## src/oakt_pkg.sv

```systemverilog
`timescale 1ns / 1ps
// ---------------------------------------------------------------------------
// oakt_pkg
// shared types and constants of the open addressing key table
// ---------------------------------------------------------------------------
package oakt_pkg;

  localparam int KEY_W        = 64;
  localparam int SLOT_W       = 10;
  localparam int STATUS_W     = 2;
  localparam int CAPACITY_DEF = 1024;

  localparam logic [KEY_W-1:0] EMPTY_KEY = '1;
  localparam logic [KEY_W-1:0] MIX_MUL_A = 64'hff51afd7ed558ccd;
  localparam logic [KEY_W-1:0] MIX_MUL_B = 64'hc4ceb9fe1a85ec53;
  localparam int               MIX_SHIFT = 33;

  localparam logic CMD_LOOKUP = 1'b0;
  localparam logic CMD_INSERT = 1'b1;

  localparam logic [STATUS_W-1:0] STATUS_OK      = 2'd0;
  localparam logic [STATUS_W-1:0] STATUS_FULL    = 2'd1;
  localparam logic [STATUS_W-1:0] STATUS_BAD_KEY = 2'd2;

  typedef struct packed {
    logic [SLOT_W-1:0]   slot;
    logic                found;
    logic                inserted;
    logic [STATUS_W-1:0] status;
  } oakt_res_t;

endpackage

```

## src/oakt_hash.sv

```systemverilog
`timescale 1ns / 1ps
// ---------------------------------------------------------------------------
// oakt_hash
// 64-bit finalizer mix on one shared 32x32 multiplier
// ---------------------------------------------------------------------------
module oakt_hash (
  input  logic                      clk,
  input  logic                      rst_n,
  input  logic                      start,
  input  logic [oakt_pkg::KEY_W-1:0] key,
  output logic                      done,
  output logic [oakt_pkg::KEY_W-1:0] hash
);
  import oakt_pkg::*;

  typedef enum logic [4:0] {
    H_IDLE = 5'b00001,
    H_MUL0 = 5'b00010,
    H_MUL1 = 5'b00100,
    H_MUL2 = 5'b01000,
    H_MUL3 = 5'b10000
  } hash_state_t;

  hash_state_t      state_r, state_nxt;
  logic             round_r, round_nxt;
  logic             done_r, done_nxt;
  logic [KEY_W-1:0] x_r, x_nxt;
  logic [KEY_W-1:0] acc_r, acc_nxt;
  logic [KEY_W-1:0] prod_r, prod_nxt;
  logic [KEY_W-1:0] mul_c;
  logic [31:0]      mul_a, mul_b;
  logic [KEY_W-1:0] mul_p;
  logic [KEY_W-1:0] sum;

  assign mul_c = round_r ? MIX_MUL_B : MIX_MUL_A;
  assign mul_p = KEY_W'(mul_a) * KEY_W'(mul_b);
  assign sum   = acc_r + {prod_r[31:0], 32'b0};

  // operand select: low x low, low x high, high x low
  always_comb begin
    case (state_r)
      H_MUL1: begin
        mul_a = x_r[31:0];
        mul_b = mul_c[63:32];
      end
      H_MUL2: begin
        mul_a = x_r[63:32];
        mul_b = mul_c[31:0];
      end
      default: begin
        mul_a = x_r[31:0];
        mul_b = mul_c[31:0];
      end
    endcase
  end

  always_comb begin
    state_nxt = state_r;
    round_nxt = round_r;
    done_nxt  = 1'b0;
    x_nxt     = x_r;
    acc_nxt   = acc_r;
    prod_nxt  = prod_r;
    case (state_r)
      H_IDLE: begin
        if (start) begin
          x_nxt     = key ^ (key >> MIX_SHIFT);
          round_nxt = 1'b0;
          state_nxt = H_MUL0;
        end
      end
      H_MUL0: begin
        prod_nxt  = mul_p;
        state_nxt = H_MUL1;
      end
      H_MUL1: begin
        acc_nxt   = prod_r;
        prod_nxt  = mul_p;
        state_nxt = H_MUL2;
      end
      H_MUL2: begin
        acc_nxt   = sum;
        prod_nxt  = mul_p;
        state_nxt = H_MUL3;
      end
      H_MUL3: begin
        x_nxt = sum ^ (sum >> MIX_SHIFT);
        if (round_r) begin
          done_nxt  = 1'b1;
          state_nxt = H_IDLE;
        end else begin
          round_nxt = 1'b1;
          state_nxt = H_MUL0;
        end
      end
      default: state_nxt = H_IDLE;
    endcase
  end

  always_ff @(posedge clk) begin
    if (!rst_n) begin
      state_r <= H_IDLE;
      round_r <= 1'b0;
      done_r  <= 1'b0;
    end else begin
      state_r <= state_nxt;
      round_r <= round_nxt;
      done_r  <= done_nxt;
    end
  end

  always_ff @(posedge clk) begin
    x_r    <= x_nxt;
    acc_r  <= acc_nxt;
    prod_r <= prod_nxt;
  end

  assign done = done_r;
  assign hash = x_r;

endmodule

```

## config.mk

```make
export PLATFORM = sky130hd
export DESIGN_NAME = oakt_hash
export DESIGN_NICKNAME = d
export VERILOG_FILES = /design/src/oakt_pkg.sv /design/src/oakt_hash.sv
export SDC_FILE = /design/constraint.sdc
export NUM_CORES = 2
export LEC_CHECK = 0
export BUFFER_PORTS_ARGS = -buffer_cell sky130_fd_sc_hd__buf_2
export CORE_AREA = 2 2 289 320
export CTS_BUF_LIST = sky130_fd_sc_hd__clkbuf_8
export CTS_CLUSTER_SIZE = 10
export DETAILED_ROUTE_END_ITERATION = 8
export DIE_AREA = 0 0 291 322
export PLACE_DENSITY_LB_ADDON = 0.08
export SETUP_SLACK_MARGIN = 0.05
export SLEW_MARGIN = 20
export SYNTH_ARGS = -nofsm -noshare
export SYNTH_HDL_FRONTEND = slang
export SYNTH_SLANG_ARGS = --single-unit
```

## constraint.sdc

```tcl
create_clock -name clk -period 17.7 [get_ports clk]
set_input_delay 0.885 -clock clk [delete_from_list [all_inputs] [get_ports clk]]
set_output_delay 0.885 -clock clk [all_outputs]
set_load 0.05 [all_outputs]
```

## Yosys cells after proc, flatten, opt, wreduce, memory -nomap -nowiden

Cells that the tools add are included.

- Bits in registers: 199
- Output and inout port bits: 65

- $add $sub $neg: 1
- Multiply operators: 1
- Equality and inequality tests: 6
- Mux-type cells: 12
- Bitwise operators: 2
- Reduce and logical (&&, ||, !) cells: 5

Operators with widths:

| cell | number |
|---|---|
| $pmux W64 S2 | 2 |
| $xor A64 B31 Y64 | 2 |
| $add A64 B64 Y64 | 1 |
| $mul A32 B32 Y64 | 1 |
| $mux W32 | 2 |
| $mux W64 | 1 |
| $mux W62 | 1 |
| $pmux W5 S5 | 1 |
| $eq A5 B1 Y1 const B | 1 |
| $eq A5 B2 Y1 const B | 1 |
| $eq A5 B3 Y1 const B | 1 |
| $eq A5 B4 Y1 const B | 1 |
| $eq A5 B5 Y1 const B | 1 |
| $mux W5 | 1 |
| $reduce_and A2 Y1 | 2 |
| $reduce_bool A2 Y1 | 2 |
| $reduce_or A3 Y1 | 1 |
| $mux W1 | 2 |
| $mux W2 | 1 |
| $ne A2 B2 Y1 const B | 1 |
| $pmux W1 S2 | 1 |

## Logic depth before layout (Yosys ltp)

- Depth in word-level cells: 3
- Depth in mapped cells: 37

## Least setup slack after synthesis

No wires, ideal clock.

- Path type: flip-flop to flip-flop
- From: register state_r[0]
- To: register prod_r[57] (data pin)
- Data arrival time: 8882 ps
- Setup slack: 8554 ps
- Cell stages (with the launch flop): 35
- Buffers on the path: 6
- Path through: dfxtp_1 clkbuf_1 nor3_1 nand3b_1 inv_1 clkbuf_1 ha_1 clkbuf_1 clkbuf_1 clkbuf_1 nand2_1 fa_1 inv_1 fa_1 fa_1 inv_1 fa_1 inv_1 fa_1 fa_1 fa_1 inv_1 fa_1 inv_1 ha_1 buf_2 nand2_1 nor4_2 o2111a_1 o31a_2 o31ai_2 o31a_1 o31a_2 o21bai_2 xor2_1

- Word-level cells in the longest chain between the ends: 3

RTL lines:

| what | RTL line | source |
|---|---|---|
| start, declared | oakt_hash.sv:24 | `hash_state_t state_r, state_nxt;` |
| start signal, assigned | oakt_hash.sv:106 | `state_r <= state_nxt;` |
| $eq A5 B4 Y1 or $eq A5 B3 Y1 (tied branches) | oakt_hash.sv:41 | `case (state_r)` |
| $mux W32 | oakt_hash.sv:41 |  |
| $mul A32 B32 Y64 (*) | oakt_hash.sv:36 | `assign mul_p = KEY_W'(mul_a) * KEY_W'(mul_b);` |
| named net mul_p[57] | oakt_hash.sv:32 | `logic [KEY_W-1:0] mul_p;` |
| end signal, assigned | oakt_hash.sv:115 | `prod_r <= prod_nxt;` |
| end, declared | oakt_hash.sv:29 | `logic [KEY_W-1:0] prod_r, prod_nxt;` |

The timed path passes the listed nets; every way through them passes the cells marked *.
A chain may end at the register's enable or synchronous reset.

## Worst setup path in the final report

- From: register state_r[4]
- To: register prod_r[56] (data pin)

Same word-level chain as after synthesis.

==> impl_metrics.py <==
metrics = {
    "logic_synthesis": {
        "synth_warnings": 0,
        "synth.cell_area_um2": 40400,
        "avgSynthCellArea_um2": 9.96,
        "synth-async-reset-ratio_pct": 0,
        "synth_edf_count": 192,
        "ys_types": 88,
        "yosysSeqAreaShare_pct": 14.6,
        "ys_seq_elements": 199,
        "ys.flop_type": "edfxtp_1",
        "synth_nets": 5294,
        "synth_cells": 4059,
    },
    "timing": {
        "rsz0062_at_grt": "no",
        "slew_violations": 0,
        "post-route-period-util_pct": 58.3,
        "report.final.setup_viol": 0,
        "fmax_mhz": 96.9,
        "setup_tns_ns": 0,
        "fin_worst_skew_ns": 0.0188,
        "finalHoldViolations": 0,
        "tightest_slew_ns": 1.00,
        "fin_crit_ns": 10.32,
        "max_slew_margin_pct": 32.8,
    },
    "detailed_routing": {
        "dr.pass1.iters": 8,
        "totalWireLength_mm": 134,
        "drtIter0Drc": 2098,
        "antenna_left": 0,
        "vias": 28200,
        "drc": 0,
        "routed_via_density": 5.32,
        "routedWlPerCell_um": 25.4,
    },
    "cts": {
        "post_cts_resized": 0,
        "cts_tree": "built",
        "clockBufferDepth": 2,
        "htreeDepth": 4,
        "numCtsBuffers": 17,
        "worstSkewPairLatency_ns": 0.49,
        "cts_setup_buffers": 0,
        "clk_pin_slew_ns": 0.11,
        "cts.sinks": 199,
        "clockRootBuffer": "clkbuf_8",
        "ctsHoldBuffers": 0,
    },
    "finish": {
        "drive_gt1_share_pct": 8.18,
        "nFillCells": 8772,
        "area_growth_pct": 5.69,
        "nets": 5341,
        "antenna_cells": 0,
    },
    "worst_setup_path": {
        "worst_path_max_delay_cell": "mux2i_1",
        "cp_slowest_stage_delay_ns": 0.76,
        "r2r_start": "state_r[4]",
        "cpMostUsedCell": "fa_1",
        "worstPathMaxFanout": 109,
        "cp.arrival_ns": 10.63,
        "cp-start-kind": "flop",
        "crit_required_ns": 18.00,
        "worstSetupStartpoint": "state_r[4]",
        "critical_path_class": "flop to flop",
        "cp-end-kind": "flop",
    },
    "flow_run": {
        "maxCapViolations": 0,
    },
    "min_path": {
        "min_from": "acc_r[31]",
        "hold_class": "flop to flop",
    },
    "floorplanning": {
        "dieArea_um2": 93700,
        "fp.dieH_um": 322,
        "core_um2": 90400,
        "die_w_um": 291,
        "start_util_pct": 44.7,
        "num_io_pins": 132,
        "rows": 116,
    },
    "global_routing": {
        "grt.total_usage_pct": 29.4,
        "grt_max_degree": 110,
        "grt_first_pass_wirelength_mm": 200,
        "grt-ovfl-total": 0,
        "antenna_found_initial": 2,
        "grt_pass1_vias": 30100,
    },
    "placement": {
        "hpwl_mm": 117,
        "io_buffers": 131,
        "gp_congestion": 0.988,
    },
    "run_status": {
        "outcome": "finished, final reports clean",
    },
}
[sequential cells by signal, summed over array words and instances (netlist names)]
name	flops
acc_r	64
hash	64
prod_r	64
state_r	5
done	1
round_r	1
[cells in the mapped netlist (9+ instances only)]
cell type / number / area share (%)
o21bai_1: 21 / 0.39
or2_2: 28 / 0.43
buf_2: 30 / 0.37
a211oi_1: 9 / 0.17
nand2b_1: 66 / 1.0
xor2_1: 107 / 2.3
nor2_1: 241 / 2.2
mux2_2: 48 / 1.3
inv_1: 965 / 9.0
xnor2_1: 127 / 2.8
nor3_1: 24 / 0.30
and3_1: 11 / 0.17
ha_1: 399 / 12
and2_1: 85 / 1.3
a21oi_1: 118 / 1.5
fa_1: 769 / 38
a31oi_1: 12 / 0.19
nand3_1: 22 / 0.27
a21boi_0: 12 / 0.22
edfxtp_1: 192 / 14
nor2b_1: 32 / 0.50
mux2i_1: 22 / 0.54
o21a_1: 14 / 0.26
nand2_1: 225 / 2.1
nand4_1: 23 / 0.36
o21ai_1: 11 / 0.14
clkbuf_1: 106 / 0.98
a21o_1: 94 / 1.7
o21ai_0: 108 / 1.3
[per-layer routing]
layer	vias to the layer above	share of wire, %	global-route usage (%)
met5	-	0	0
met4	0	6.2	15.1
met3	204	4.5	2.43
met2	860	48	48.7
met1	14500	41	38.7
li1	12700	-	-
[area by class of cell]
type                       instances  area (um2)  share of cell area, %
tap                             1180        1480                   3.45
inverter                         967        3630                   8.49
multi-input combinational       2748       30400                   71.0
sequential                       199        5910                   13.8
clock inverter                    15         143                  0.334
clock buffer                      17         234                  0.547
timing repair buffer             173         983                   2.30
[through the flow]
step / setup WS, ns / util (%) / instances / hold WS [ns] / instance area (um2)
after floorplan: 8.55 / - / 4059 / 0.484 / 40400
after global placement: 7.33 / 46.8 / 5267 / 0.501 / 42400
after detailed placement: 7.49 / 46.8 / 5267 / 0.508 / 42400
after CTS: 7.49 / 47.3 / 5299 / 0.520 / 42700
after global routing: 6.98 / 47.3 / 5299 / 0.541 / 42700
final: 7.38 / 47.3 / 5299 / 0.518 / 42700
[cells by family after synthesis]
family / synth area share, %
adder cells (fa/ha/maj): 50.5
buffers and inverters: 10.5
AND/OR/NAND/NOR: 9.22
AO/OA/AOI/OAI: 7.88
XOR/XNOR: 5.29
flip-flops: 14.6
multiplexers: 2.01
other: 0.00927
[final timing paths]
| check | slack [ns] | end | depth (start not counted) |
|---|---|---|---|
| worst min-delay path | 0.52 | hash[31] | 2 |
| worst max register to register | 7.38 | prod_r[56] | 27 |
| worst min register to register | 0.52 | hash[31] | 2 |
| worst max-delay path | 7.38 | prod_r[56] | 27 |
[worst max-delay path, delay by kind of cell (launching register included)]
kind	cells	cell delay (ns)
compound gates	7	1.57
fa+ha+maj	9	4.46
buf+inv	5	1.49
flops	1	0.49
mux	1	0.76
simple gates	5	1.18
[cell usage in the layout (no fill, tap or decap), drive strengths merged, types with 50 or more instances in the layout]
cell	synthesis	layout
xnor2	127	127
mux2	50	50
a21oi	122	122
ha	399	399
o21ai	121	121
nand2b	66	66
nor2	244	244
buf	39	173
inv	966	974
and2	88	88
a21o	94	94
fa	769	769
edfxtp	192	192
nand2	225	225
xor2	107	107
Power is left out: the tool's default activity adds up to more than one toggle a clock period on the data nets, which glitch-free logic cannot reach.
